**src/hdl/hjlp_fifo.sv**
```systemverilog
// hjlp_fifo: short queue between the front and back parts
// stands alone, no package needed
`timescale 1ns / 1ps
module hjlp_fifo #(
  parameter int unsigned WIDTH = 8,
  parameter int unsigned DEPTH = 2,
  localparam int unsigned PW = (DEPTH > 1) ? $clog2(DEPTH) : 1,
  localparam int unsigned CW = $clog2(DEPTH + 1)
) (
  input  logic             clk_i,
  input  logic             rst_ni,
  input  logic             push_i,
  input  logic [WIDTH-1:0] wdata_i,
  output logic             full_o,
  input  logic             pop_i,
  output logic [WIDTH-1:0] rdata_o,
  output logic             empty_o
);

  logic [WIDTH-1:0] buf_q [DEPTH];
  logic [PW-1:0]    wptr_q, wptr_d, rptr_q, rptr_d;
  logic [CW-1:0]    cnt_q, cnt_d;
  logic             do_push, do_pop;

  assign full_o  = (cnt_q == CW'(DEPTH));
  assign empty_o = (cnt_q == '0);
  assign do_push = push_i && !full_o;
  assign do_pop  = pop_i && !empty_o;
  assign rdata_o = buf_q[rptr_q];

  always_comb begin
    wptr_d = wptr_q;
    rptr_d = rptr_q;
    cnt_d  = cnt_q;
    if (do_push) begin
      wptr_d = (wptr_q == PW'(DEPTH - 1)) ? '0 : wptr_q + 1'b1;
    end
    if (do_pop) begin
      rptr_d = (rptr_q == PW'(DEPTH - 1)) ? '0 : rptr_q + 1'b1;
    end
    if (do_push && !do_pop) begin
      cnt_d = cnt_q + 1'b1;
    end else if (do_pop && !do_push) begin
      cnt_d = cnt_q - 1'b1;
    end
  end

  always_ff @(posedge clk_i or negedge rst_ni) begin
    if (!rst_ni) begin
      wptr_q <= '0;
      rptr_q <= '0;
      cnt_q  <= '0;
    end else begin
      wptr_q <= wptr_d;
      rptr_q <= rptr_d;
      cnt_q  <= cnt_d;
    end
  end

  always_ff @(posedge clk_i) begin
    if (do_push) begin
      buf_q[wptr_q] <= wdata_i;
    end
  end

endmodule

```
**config.mk**
```make
export PLATFORM = sky130hd
export DESIGN_NAME = hjlp_fifo
export DESIGN_NICKNAME = d
export VERILOG_FILES = /design/src/hdl/hjlp_fifo.sv
export SDC_FILE = /design/constraint.sdc
export NUM_CORES = 1
export LEC_CHECK = 0
export BUFFER_PORTS_ARGS = -buffer_cell sky130_fd_sc_hd__buf_2
export CAP_MARGIN = 25
export CORE_MARGIN = 3
export CORE_UTILIZATION = 52
export CTS_BUF_LIST = sky130_fd_sc_hd__clkbuf_8
export DETAILED_ROUTE_END_ITERATION = 8
export PLACE_DENSITY = 0.8
export SLEW_MARGIN = 0
export SYNTH_ARGS = -nofsm -noshare
export SYNTH_HDL_FRONTEND = slang
export SYNTH_SLANG_ARGS = --single-unit
```
**constraint.sdc**
```tcl
create_clock -name clk_i -period 2 [get_ports clk_i]
set_clock_uncertainty 0.05 [all_clocks]
set_input_delay 0.1 -clock clk_i [delete_from_list [all_inputs] [get_ports clk_i]]
set_output_delay 0.1 -clock clk_i [all_outputs]
set_load 0.02 [all_outputs]
```
# Yosys cells after proc, flatten, opt, wreduce, memory -nomap -nowiden
# Memories as Yosys holds them, arrays and structs flattened.
# Cells that the tools add are included.
[classes]
addsub = 4
n_reduce_logical = 10
mux = 6
n_eq_ne = 1
[op_table]
columns = ["operator", "count"]
rows = [
  ["logical AND 1 bit", 4],
  ["logical NOT 1 bit", 4],
  ["2-to-1 mux 1 bit", 4],
  ["2-to-1 mux 2 bit", 2],
  ["adder 1 bit, second input constant", 2],
  ["adder 2 x 1 -> 2 bit, second input constant", 1],
  ["== test 2 bit, second input constant", 1],
  ["logical NOT 2 bit", 1],
  ["nonzero test 2 bit", 1],
  ["subtractor 2 x 1 -> 2 bit, second input constant", 1],
]
[totals]
mem_count = 1
elab_cells = 25
ramBits = 16
input_bits = 12
out_inout_bits = 10
register_bits = 4
[mem_list]
columns = ["name", "words", "width", "read_ports", "rd_clocked_by_memory_dff", "wr", "line_no", "text"]
rows = [
  ["buf_q", 2, 8, 1, 0, 1, "20", "logic [WIDTH-1:0] buf_q [DEPTH];"],
]

# Longest topological paths before layout
[depth]
word_depth = 7
mapped_depth = 7
depth_no_buf = 7

# Worst setup path after synthesis
# Ideal clock, no wire load.
[synth_path]
path_kind = "register to register"
from = "register cnt_q[0]"
to = "memory buf_q[0][0], enable pin"
t_arrival_ns = 1.022
period_less_slack_ns = 1.442
required_time_ns = 1.580
setup_slack_ns = 0.558
path_buffers = 0
path_stages_with_launch = 4
setup_ns = 0.370
cell_sequence = "dfrtp_1 nand2b_1 nand2_2 nor2_1"
[synth_via]
elab_chain_len = 5
[synth_lines]
columns = ["element", "line_no", "text"]
rows = [
  ["start, declared", "22", "logic [CW-1:0] cnt_q, cnt_d;"],
  ["start signal, assigned", "56", "cnt_q <= cnt_d;"],
  ["== test 2 bit", "25", "assign full_o = (cnt_q == CW'(DEPTH));"],
  ["logical NOT 1 bit", "27", "assign do_push = push_i && !full_o;"],
  ["logical AND 1 bit", "27", ""],
  ["2-to-1 mux 1 bit", "61", "if (do_push) begin"],
  ["2-to-1 mux 1 bit (not written as such)", "62", "buf_q[wptr_q] <= wdata_i;"],
  ["end, declared", "20", ""],
]
# Every way passes these cells.

# Worst setup path after layout
[layout_path]
from = "register cnt_q[0]"
to = "register cnt_q[1]"
[layout_via]
elab_chain_len = 6
elab_cells_between_ends = 15
cone_classes = "add/sub (2); eq/ne (1); mux (2); reduce/logical (10)"
[layout_lines]
columns = ["element", "line_no"]
rows = [
  ["== test 2 bit or logical NOT 2 bit (tied branches)", "25, 26"],
  ["logical NOT 1 bit, on equally long branches", "27, 28"],
  ["logical AND 1 bit, on equally long branches", "27, 28"],
  ["logical NOT 1 bit, on equally long branches", "43, 41"],
  ["logical AND 1 bit, on equally long branches", "43, 41"],
  ["nonzero test 2 bit (no line) or 2-to-1 mux 2 bit (tied branches)", "n/a"],
]
# Parallel ways exist; a longest one is shown, timed or not. The select of a mux whose other input is x is not followed.
# A chain may end at the register's enable or synchronous reset.

==> run summary <==
min Tclk post-route: 1.560 ns
ANT cells: 0
hold_ws: 0.09963 ns
Root Buffer: clkbuf_8
initial core utilization: 0.5792
Remaining DRCs: 0
flops & latches, synth: 20
final setup fails: 0
CTS buffer count: 3
required time worst endpoint: 2.12 ns
Post-Route Utilization: 0.7729
share of post-route cells with drive strength above 1: 0.3718
global route overflow: 0
Power Density: 1390 mW/mm^2
hold wc startpoint: push_i
Highest Clock Rate: 0.6410 GHz
post-CTS setup buffer count: 0
Layout fillers: 81
final RePlAce weighted congestion: 0.6666
final net count: 92
# clock sinks: 20
cell chain of the critical path: nand2b_1 > nand2_2 > inv_1 > ha_1 > xor2_1 > nor2_1 > xor2_1
Hold Crit Endpoint: wptr_q
Worst Hold Path Cells: 3
max incr delay on CP: 0.44 ns
sequential fraction of the synthesis area: 0.7424
outcome: finished, final reports clean
met2 GRT Util: 0.2665
Max Cap Viol: 0
Syn Nets: 57
vias per cell: 4.903
routed wire length per instance: 14.13 um
vias in the first global route: 513
initial antenna violation count: 0
Post-CTS Resized: 0
DIE HEIGHT: 44.78 um
r2r endpoint: cnt_q[1]
Mean Syn Cell Area: 17.77 um^2
RSZ-0062 raised after global routing: false
Syn. warnings: 0
die area: 0.002005 mm^2
setup_tns: 0 ns
Setup crit start kind: register
TritonCTS clock tree: built
GRT busiest layer: met2
first-pass GRT wire length: 2.228 mm
Setup Crit Path Kind: reg -> reg
Crit path buffers/inverters: 1
Horiz. Die Dim: 44.78 um
H-tree depth reported by CTS: 1
Unique masters post-synth: 15
reg2reg path depth: 7
worst-case clock buffer depth: 2
slowest CP cell: dfrtp_1
crit-path most repeated cell: xor2_1
Placed Cells: 80
largest net degree at the start of global routing: 12
hpwl dp: 939.6 um
Routed Antenna Nets: 0
slew margin rel.: 0.7466
Global Route Usage Sum: 0.1617
GR Util met3: 0.03586
Worst R2R Start: cnt_q[0]
critical path fanouts, max: 5
row cnt: 13
CP top delay family: flip-flops
P&R area growth vs syn: 33.44%
reg2reg setup slack: 0.44 ns
Hold Violations, Final: 0
Finished Layout Cells: 93
hold_buf cts: 9
Post-Syn Instances: 44
clock-pin transition on the worst setup and hold timing paths: 0.07 ns
Crit path arrival time: 1.68 ns
Hold Path Class: in -> reg
Tightest Pin Transition: 0.3800 ns
grt met1 use: 0.2060
crit end category: register
Cell Area, Synth: 782.0 um^2
Leakage: 0.4402 nW
DR pass1 iterations: 4
Port Buf Inserts: 21
core area: 0.001350 mm^2
max-slew violations: 0
final cycle utilization of the critical path: 0.7800
DRT Wirelength: 1.314 mm
detailed router's first-iteration violation count: 6
I/O Pins: 22
clock latency reported for the late side of the worst-skew pair: 0.25 ns
VDD IR max: 930.6 uV
via count: 456
[cells by family (layout without fill, tap and decap cells)]
| group | Yosys count | in the layout | share of synthesized area |
|---|---|---|---|
| AND/OR/NAND/NOR | 6 | 6 | 0.03841 |
| AO/OA/AOI/OAI | 1 | 1 | 0.006394 |
| flip-flops | 20 | 20 | 0.7424 |
| XOR/XNOR | 5 | 5 | 0.06561 |
| adder cells (fa/ha/maj) | 1 | 1 | 0.01600 |
| multiplexers | 8 | 8 | 0.1152 |
| buffers and inverters | 3 | 37 | 0.01600 |
[worst max path at each step]
stage,start,end,slack [ns],depth (start not counted)
final,cnt_q[0],cnt_q[1],0.44,7
after global routing,cnt_q[0],cnt_q[1],0.32,7
after CTS,cnt_q[0],cnt_q[1],0.41,7
after detailed placement,cnt_q[0],cnt_q[1],0.43,7
after global placement,cnt_q[0],cnt_q[1],0.55,7
after floorplan,cnt_q[0],buf_q[0][0],0.56,3
[final cells by class]
| cell class | count | area [um^2] | share of cell area |
|---|---|---|---|
| multi-input cells | 21 | 188.9 | 0.1811 |
| repair buffers | 31 | 202.7 | 0.1942 |
| inverters | 2 | 7.507 | 0.007194 |
| flip-flops and latches | 20 | 580.6 | 0.5564 |
| clock inverters | 1 | 3.754 | 0.003597 |
| clock buffers | 3 | 41.29 | 0.03957 |
| well taps | 15 | 18.77 | 0.01799 |
[worst min-delay path, delay by kind of cell]
family                    cells  cell delay [ns]
and+or+nand+nor               1             0.09
xor gates and xnor gates      1             0.06
buffers and inverters         1             0.11
[synth_stat cells]
| master | n | share of area |
|---|---|---|
| and3_1 | 1 | 0.0080 |
| buf_2 | 1 | 0.0064 |
| dfrtp_1 | 4 | 0.13 |
| edfxtp_1 | 16 | 0.61 |
| ha_1 | 1 | 0.016 |
| inv_1 | 2 | 0.0096 |
| mux2_1 | 6 | 0.086 |
| mux2_2 | 2 | 0.029 |
| nand2_2 | 1 | 0.0080 |
| nand2b_1 | 1 | 0.0080 |
| nor2_1 | 3 | 0.014 |
| o21ai_1 | 1 | 0.0064 |
| xnor2_1 | 2 | 0.022 |
| xnor2_2 | 1 | 0.021 |
| xor2_1 | 2 | 0.022 |
[where the power goes]
part	switching (mW)	internal (mW)	total, mW	leakage, nW
Sequential	0.0931	0.583	0.676	0.195
Combinational	0.291	0.235	0.526	0.222
Clock	0.113	0.136	0.249	0.0231
Total	0.496	0.954	1.45	0.440
[flip-flops by register name, summed over array words and instances, names as in the netlist]
name / count
buf_q: 16
rptr_q: 1
wptr_q: 1
cnt_q: 2
[through the flow]
| step | area, um^2 | setup WS (ns) | power [mW] |
|---|---|---|---|
| final | 1044 | 0.4400 | 1.450 |
| after global routing | 1044 | 0.3167 | 1.541 |
| after CTS | 1044 | 0.4112 | 1.469 |
| after detailed placement | 908.4 | 0.4254 | 1.202 |
| after global placement | 908.4 | 0.5468 | 1.176 |
| after floorplan | 782.0 | 0.5579 | 1.036 |
[cells in the final DEF (no fill, tap or decap), drive strengths merged]
| cell | n |
|---|---|
| and3 | 1 |
| buf | 22 |
| clkbuf | 3 |
| clkinv | 1 |
| dfrtp | 4 |
| dlygate4sd3 | 9 |
| edfxtp | 16 |
| ha | 1 |
| inv | 2 |
| mux2 | 8 |
| nand2 | 1 |
| nand2b | 1 |
| nor2 | 3 |
| o21ai | 1 |
| xnor2 | 3 |
| xor2 | 2 |
[routing by layer]
layer,wire length (um),vias to the layer above,part of all wire
li1,-,224,-
met1,583,218,0.44
met2,674,14,0.51
met3,55,0,0.042
met4,0,0,0
met5,0,-,0
No activity file was read; power rests on OpenSTA's default activity.
