==> config.mk <==
export PLATFORM = sky130hd
export DESIGN_NAME = hjlp_front
export DESIGN_NICKNAME = d
export VERILOG_FILES = /design/src/hdl/hjlp_pkg.sv /design/src/hdl/hjlp_front.sv
export SDC_FILE = /design/constraint.sdc
export NUM_CORES = 1
export LEC_CHECK = 0
export BUFFER_PORTS_ARGS = -buffer_cell sky130_fd_sc_hd__buf_2
export CAP_MARGIN = 20
export CORE_ASPECT_RATIO = 1.75
export CORE_MARGIN = 2
export CORE_UTILIZATION = 35
export CTS_CLUSTER_DIAMETER = 150
export DETAILED_ROUTE_END_ITERATION = 7
export GPL_TIMING_DRIVEN = 1
export PLACE_DENSITY = 0.64
export SYNTH_ARGS = -nofsm -noshare
export SYNTH_HDL_FRONTEND = slang
export SYNTH_SLANG_ARGS = --single-unit
==> constraint.sdc <==
create_clock -name clk_i -period 7.31 [get_ports clk_i]
set_clock_uncertainty 0.2 [all_clocks]
set_input_delay 1.462 -clock clk_i [delete_from_list [all_inputs] [get_ports clk_i]]
set_output_delay 1.462 -clock clk_i [all_outputs]
set_load 0.01 [all_outputs]
==> src/hdl/hjlp_pkg.sv <==
// hjlp_pkg: shared constants, codes and types of the hash-join probe table
// used by the front, back, top level, checker and testbench; depends on nothing
`timescale 1ns / 1ps
package hjlp_pkg;

  localparam int unsigned TABLE_SLOTS_DEF = 1024;
  localparam int unsigned MODE_W = 2;
  localparam int unsigned KEY_W = 63;
  localparam int unsigned ROW_W = 16;
  localparam int unsigned STAT_W = 3;
  localparam int unsigned TOTAL_W = 32;
  localparam int unsigned QUEUE_DEPTH = 2;

  // home slot search: key padded to whole 16-bit digits, a multiply step and a reduce step per digit
  localparam int unsigned DIGIT_W = 16;
  localparam int unsigned KEY_PAD_W = 64;
  localparam int unsigned DIGITS = KEY_PAD_W / DIGIT_W;
  localparam int unsigned DCNT_W = $clog2(DIGITS);

  localparam logic [MODE_W-1:0] MODE_BUILD = 2'd0;
  localparam logic [MODE_W-1:0] MODE_PROBE = 2'd1;
  localparam logic [MODE_W-1:0] MODE_CLEAR = 2'd2;
  localparam logic [MODE_W-1:0] MODE_SPARE = 2'd3;

  localparam logic [STAT_W-1:0] ST_INSERTED  = 3'd0;
  localparam logic [STAT_W-1:0] ST_DUPLICATE = 3'd1;
  localparam logic [STAT_W-1:0] ST_FULL      = 3'd2;
  localparam logic [STAT_W-1:0] ST_MATCH     = 3'd3;
  localparam logic [STAT_W-1:0] ST_NOMATCH   = 3'd4;
  localparam logic [STAT_W-1:0] ST_CLEARED   = 3'd5;

  localparam logic [TOTAL_W-1:0] TOTAL_MAX = '1;

  typedef enum logic [1:0] {
    F_IDLE,
    F_MUL,
    F_RED,
    F_PUSH
  } front_state_e;

  typedef enum logic [1:0] {
    B_INIT,
    B_IDLE,
    B_PROBE,
    B_CLEAR
  } back_state_e;

  typedef struct packed {
    logic init_busy;
  } back_stat_t;

endpackage

==> src/hdl/hjlp_front.sv <==
// hjlp_front: takes items in and works out the home slot, key mod table size
// depends on hjlp_pkg; feeds hjlp_fifo
`timescale 1ns / 1ps
module hjlp_front #(
  parameter int unsigned TABLE_SLOTS = hjlp_pkg::TABLE_SLOTS_DEF,
  localparam int unsigned IW = $clog2(TABLE_SLOTS),
  localparam int unsigned EW = hjlp_pkg::MODE_W + hjlp_pkg::KEY_W + hjlp_pkg::ROW_W + IW
) (
  input  logic                         clk_i,
  input  logic                         rst_ni,
  input  logic                         push_i,
  output logic                         full_o,
  input  logic [hjlp_pkg::MODE_W-1:0]  mode_i,
  input  logic [hjlp_pkg::KEY_W-1:0]   key_i,
  input  logic [hjlp_pkg::ROW_W-1:0]   row_id_i,
  input  hjlp_pkg::back_stat_t         back_stat_i,
  output logic                         q_push_o,
  output logic [EW-1:0]                q_data_o,
  input  logic                         q_full_i
);

  localparam int unsigned VW = 2 * hjlp_pkg::DIGIT_W;
  localparam int unsigned PRW = 2 * VW + 1;
  localparam int unsigned SHIFT = VW + IW;
  localparam logic [VW:0] RECIP = (VW + 1)'((64'd1 << SHIFT) / 64'(TABLE_SLOTS));
  localparam logic [VW-1:0] SLOTS_V = VW'(TABLE_SLOTS);

  hjlp_pkg::front_state_e state_q, state_d;
  logic [hjlp_pkg::DCNT_W-1:0]    dcnt_q, dcnt_d;
  logic [hjlp_pkg::KEY_PAD_W-1:0] sh_q, sh_d;
  logic [IW-1:0]                  rem_q, rem_d, rem_step;
  logic [VW-1:0]                  acc, part;
  logic [PRW-1:0]                 prod_q, prod_d;
  logic [hjlp_pkg::DIGIT_W:0]     q_est;
  logic [hjlp_pkg::MODE_W-1:0]    mode_q;
  logic [hjlp_pkg::KEY_W-1:0]     key_q;
  logic [hjlp_pkg::ROW_W-1:0]     row_q;
  logic                           take;

  assign full_o   = (state_q != hjlp_pkg::F_IDLE) || back_stat_i.init_busy;
  assign take     = push_i && !full_o;
  assign q_data_o = {mode_q, key_q, row_q, rem_q};

  // running remainder shifted up by one digit plus the next key digit
  assign acc    = {(VW - hjlp_pkg::DIGIT_W)'(rem_q),
                   sh_q[hjlp_pkg::KEY_PAD_W-1 -: hjlp_pkg::DIGIT_W]};
  assign prod_d = PRW'(acc) * PRW'(RECIP);
  // quotient estimate is exact or one low, so one correction step
  assign q_est  = prod_q[SHIFT +: hjlp_pkg::DIGIT_W + 1];

  always_comb begin
    part = acc - (VW'(q_est) * SLOTS_V);
    if (part >= SLOTS_V) begin
      part = part - SLOTS_V;
    end
    rem_step = part[IW-1:0];
  end

  always_comb begin
    state_d  = state_q;
    dcnt_d   = dcnt_q;
    sh_d     = sh_q;
    rem_d    = rem_q;
    q_push_o = 1'b0;
    case (state_q)
      hjlp_pkg::F_IDLE: begin
        if (take) begin
          sh_d    = {1'b0, key_i};
          rem_d   = '0;
          dcnt_d  = '0;
          state_d = hjlp_pkg::F_MUL;
        end
      end
      hjlp_pkg::F_MUL: begin
        state_d = hjlp_pkg::F_RED;
      end
      hjlp_pkg::F_RED: begin
        rem_d  = rem_step;
        sh_d   = sh_q << hjlp_pkg::DIGIT_W;
        dcnt_d = dcnt_q + 1'b1;
        if (dcnt_q == hjlp_pkg::DCNT_W'(hjlp_pkg::DIGITS - 1)) begin
          state_d = hjlp_pkg::F_PUSH;
        end else begin
          state_d = hjlp_pkg::F_MUL;
        end
      end
      hjlp_pkg::F_PUSH: begin
        q_push_o = 1'b1;
        if (!q_full_i) begin
          state_d = hjlp_pkg::F_IDLE;
        end
      end
      default: state_d = hjlp_pkg::F_IDLE;
    endcase
  end

  always_ff @(posedge clk_i or negedge rst_ni) begin
    if (!rst_ni) begin
      state_q <= hjlp_pkg::F_IDLE;
      dcnt_q  <= '0;
    end else begin
      state_q <= state_d;
      dcnt_q  <= dcnt_d;
    end
  end

  always_ff @(posedge clk_i) begin
    sh_q   <= sh_d;
    rem_q  <= rem_d;
    prod_q <= prod_d;
    if (take) begin
      mode_q <= mode_i;
      key_q  <= key_i;
      row_q  <= row_id_i;
    end
  end

endmodule

## Yosys cells after proc, flatten, opt, wreduce, memory -nomap -nowiden

Index checks and enable logic that the tools add are counted.

- Word-level logic and storage cells: 38
- Bits of input ports: 86
- Register bits after elaboration: 185

- Reductions and logical operators: 8
- Multiplexer cells: 12
- Add/sub/neg operators: 3
- Order comparisons: 1
- Eq/ne operators: 6

Operators with widths:

| operator | number |
|---|---|
| case mux 64 bit (2 select lines) | 1 |
| 2-to-1 mux 64 bit | 1 |
| >= comparator 32 x 11 -> 1 bit, second input constant | 1 |
| subtractor 26 x 26 -> 27 bit | 1 |
| 2-to-1 mux 10 bit | 2 |
| case mux 10 bit (2 select lines) | 1 |
| subtractor 10 x 1 -> 10 bit, second input constant | 1 |
| 2-to-1 mux 2 bit | 4 |
| case mux 2 bit (4 select lines) | 1 |
| == test 2 bit, second input constant | 3 |
| != test 2 bit, second input constant | 2 |
| case mux 2 bit (2 select lines) | 1 |
| AND reduction 2 bit | 2 |
| nonzero test 2 bit | 2 |
| adder 2 x 1 -> 2 bit, second input constant | 1 |
| == test 2 x 1 -> 1 bit, second input constant | 1 |
| zero test 2 bit | 1 |
| logical AND 1 bit | 1 |
| zero test 1 bit | 1 |
| logical OR 1 bit | 1 |
| 2-to-1 mux 1 bit | 1 |

## Logic depth before layout (Yosys ltp)

- Depth after elaboration: 6
- Mapped depth: 5

## Worst setup path before layout

OpenSTA, ideal clock, no wires.

- Kind: input to register
- Start: input port back_stat_i
- End: register key_q[0] (netlist bit), enable pin
- Data required time: 6.490 ns
- Stages on the path: 2
- Arrival: 7.112 ns
- Path slack: -0.621 ns
- Cell sequence: nand2b_1 nor3_1

- Longest elaborated chain between the ends: 3

RTL lines:

| what | RTL line | text |
|---|---|---|
| start, declared | hjlp_front.sv:16 | `input hjlp_pkg::back_stat_t back_stat_i,` |
| logical OR 1 bit | hjlp_front.sv:40 | `assign full_o = (state_q != hjlp_pkg::F_IDLE) \|\| back_stat_i.init_busy;` |
| zero test 1 bit | hjlp_front.sv:41 | `assign take = push_i && !full_o;` |
| logical AND 1 bit | hjlp_front.sv:41 |  |
| named net take | hjlp_front.sv:38 | `logic take;` |
| end signal, assigned | hjlp_front.sv:113 | `key_q <= key_i;` |
| end, declared | hjlp_front.sv:36 | `logic [hjlp_pkg::KEY_W-1:0] key_q;` |

The timed path passes the listed nets, and every way through them passes these cells.
A chain may end at the register's enable or synchronous reset.

## Worst setup path in the final report

- Start: input port back_stat_i
- End: output port full_o

- Longest elaborated chain between the ends: 1

RTL lines:

| what | RTL line | text |
|---|---|---|
| logical OR 1 bit | hjlp_front.sv:40 |  |
| end, declared | hjlp_front.sv:12 | `output logic full_o,` |

No other way between the ends.

==> impl_metrics.ini <==
[setup_path]
cp_max_fo = 2
required_ns = 5.65
timing.rr.start = state_q[1]
worstSetupEndpointType = output pin
path_cells = buf_2 -> or3_1 -> buf_2
cp-start-kind = primary input
critical_path_arrival_ns = 1.99
worstSetupPathType = in2out
startpoint = back_stat_i
path_common_cell = buf_2
slowest_stage = or3_1
cpPeakStageDelay_ns = 0.29

[sta]
period_needed_ns = 3.65
max_freq_ghz = 0.274
setup_viol = 0
tightestPinTransition_ns = 0.755
hold_violations = 0
rsz0062_at_grt = no
slew_headroom_pct = 49.7
tns_ns = 0
drv_slew = 0
period_share_pct = 50.0

[placed_design]
place.gp.congestion = 0.703
port_buffers = 178
dp_hpwl_um = 6610

[drt]
vias = 2527
top_layer_used = met4
drtIter0Drc = 95
via_per_inst = 4.28
final_antenna_net_count = 0
wire_per_inst_um = 15.9
drc = 0
met3_length_um = 445
wl_met1_um = 3330
routed_wl_um = 9370
route.met2.wl_um = 5320
drtPass1Iterations = 5

[clock_tree]
cts_hold_buf = 0
cts-root-buf = clkbuf_16
clockBufferDepth = 2
ctsResizeCount = 0
clk_pin_slew_ns = 0.05
cts_tree = built
clk_latency_ns = 0.41
cts_setup_buffers = 0
htreeDepth = 4
cts-buffers-inserted = 17
cts_sinks = 135

[pwr]
power.static_leakage_nw = 2.61
irDropWorstVdd_v = 0.000153
power_density_mw_per_mm2 = 380

[final_layout]
multiInputGateArea_um2 = 697
drive_gt1_share_pct = 59.1
final_util_pct = 48.6
nets = 490
mostFrequentLayoutCells = buf_2, edfxtp_1, mux2_4, and2_1, clkbuf_16
nFillCells = 1151
n_antenna_cell = 0
final_common_cell = buf_2
area_growth_pct = 35.6
seq_area_mm2 = 0.00403

[synthesis]
ys_ff_latch = 135
ys_seq_area_share_pct = 84.2
ys_types = 21
synth_nets = 295
synth_area_per_cell_um2 = 23.0
syn-cell-area_mm2 = 0.00479
synthCells = 208
ys_warn_count = 0

[floorplan]
core-area_mm2 = 0.0134
start_util_pct = 35.8
die_w_um = 92.4
die-area_mm2 = 0.0147
row_count = 56
die_y_um = 159
ios = 179

[global_routing]
antenna_found_initial = 0
gr-usage-all-layers_pct = 13.4
overflow = 0
grt_max_degree = 59
grt_pass1_vias = 2731
grt_pass1_wl_um = 14400

[min_path]
hp-class = reg2reg
min-delay-start = dcnt_q[0]

[job]
max_cap_viol_count = 0

[run_status]
status = finished clean
## logic make-up (layout without fill, tap and decap cells)
group | count (synthesis) | after routing | share of synthesized area (%)
buf+inv | 8 | 216 | 1.83
compound gates | 5 | 5 | 0.548
mux | 31 | 31 | 9.53
simple gates | 28 | 28 | 3.63
flops | 135 | 135 | 84.2
fa+ha+maj | 1 | 1 | 0.261
## layer usage
metal,GRT usage [%],vias up
met1,13.3,1230
met3,4.22,20
met4,7.80,0
met2,23.7,81
li1,-,1196
met5,0,-
## synth_stat cells
master,n,area share (%)
inv_1,2,0.16
buf_6,1,0.24
o22ai_1,1,0.13
mux2_4,29,9.1
o21ai_0,1,0.10
nand2_1,1,0.078
nor3_1,1,0.10
mux2i_1,1,0.21
clkbuf_1,1,0.078
and2_1,21,2.7
buf_12,3,1.3
a21oi_1,3,0.31
dfrtp_1,4,2.1
nor2b_1,1,0.13
buf_2,1,0.10
nand2b_1,2,0.26
nor2b_2,1,0.18
ha_1,1,0.26
edfxtp_1,131,82
or3_1,1,0.13
mux2_2,1,0.24
## worst paths after layout
kind                         endpoint  slack (ns)  depth (start not counted)
setup reg to reg             sh_q[56]        4.83                          3
hold reg to reg             dcnt_q[0]        0.27                          1
max in group asynchronous   dcnt_q[1]        6.14                          1
setup / recovery               full_o        3.66                          3
min in group asynchronous  state_q[1]        0.65                          1
hold / removal              dcnt_q[0]        0.27                          1
## flip-flops by register name, summed over array words and instances, names as in the netlist
name / flops
state_q: 2
row_q: 16
key_q: 63
mode_q: 2
rem_q: 10
sh_q: 40
dcnt_q: 2
## cell type report
| type | instances | share of cell area (%) |
|---|---|---|
| Inverter | 2 | 0.116 |
| Timing Repair Buffer | 182 | 14.4 |
| Multi-Input combinational cell | 65 | 10.7 |
| Sequential cell | 135 | 62.1 |
| Tap cell | 174 | 3.35 |
| Clock buffer | 18 | 6.60 |
| Clock inverter | 14 | 2.70 |
## report_power, final
part	leakage, nW	total (mW)	internal, mW	switching, mW
Sequential	1.27	1.15	1.09	0.0558
Combinational	1.06	0.464	0.218	0.246
Clock	0.287	0.855	0.539	0.317
Total	2.61	2.47	1.85	0.619
## worst max-delay path, delay by kind of cell
kind	cells	cell delay (ns)
simple gates	1	0.29
buf+inv	2	0.24
## through the flow
step                      worst slack [ns]  hold WS (ns)  std cells  power, mW  instance area [um2]
after global routing                  3.64         0.302        590       2.58                 6500
after detailed placement              3.17         0.272        557       1.64                 5870
after global placement                3.28         0.265        557       1.62                 5870
final                                 3.66         0.274        590       2.47                 6500
after floorplan                       1.87         0.257        208       1.51                 4800
after CTS                             3.59         0.280        589       2.50                 6470
Power figures use the tool's default switching activity.
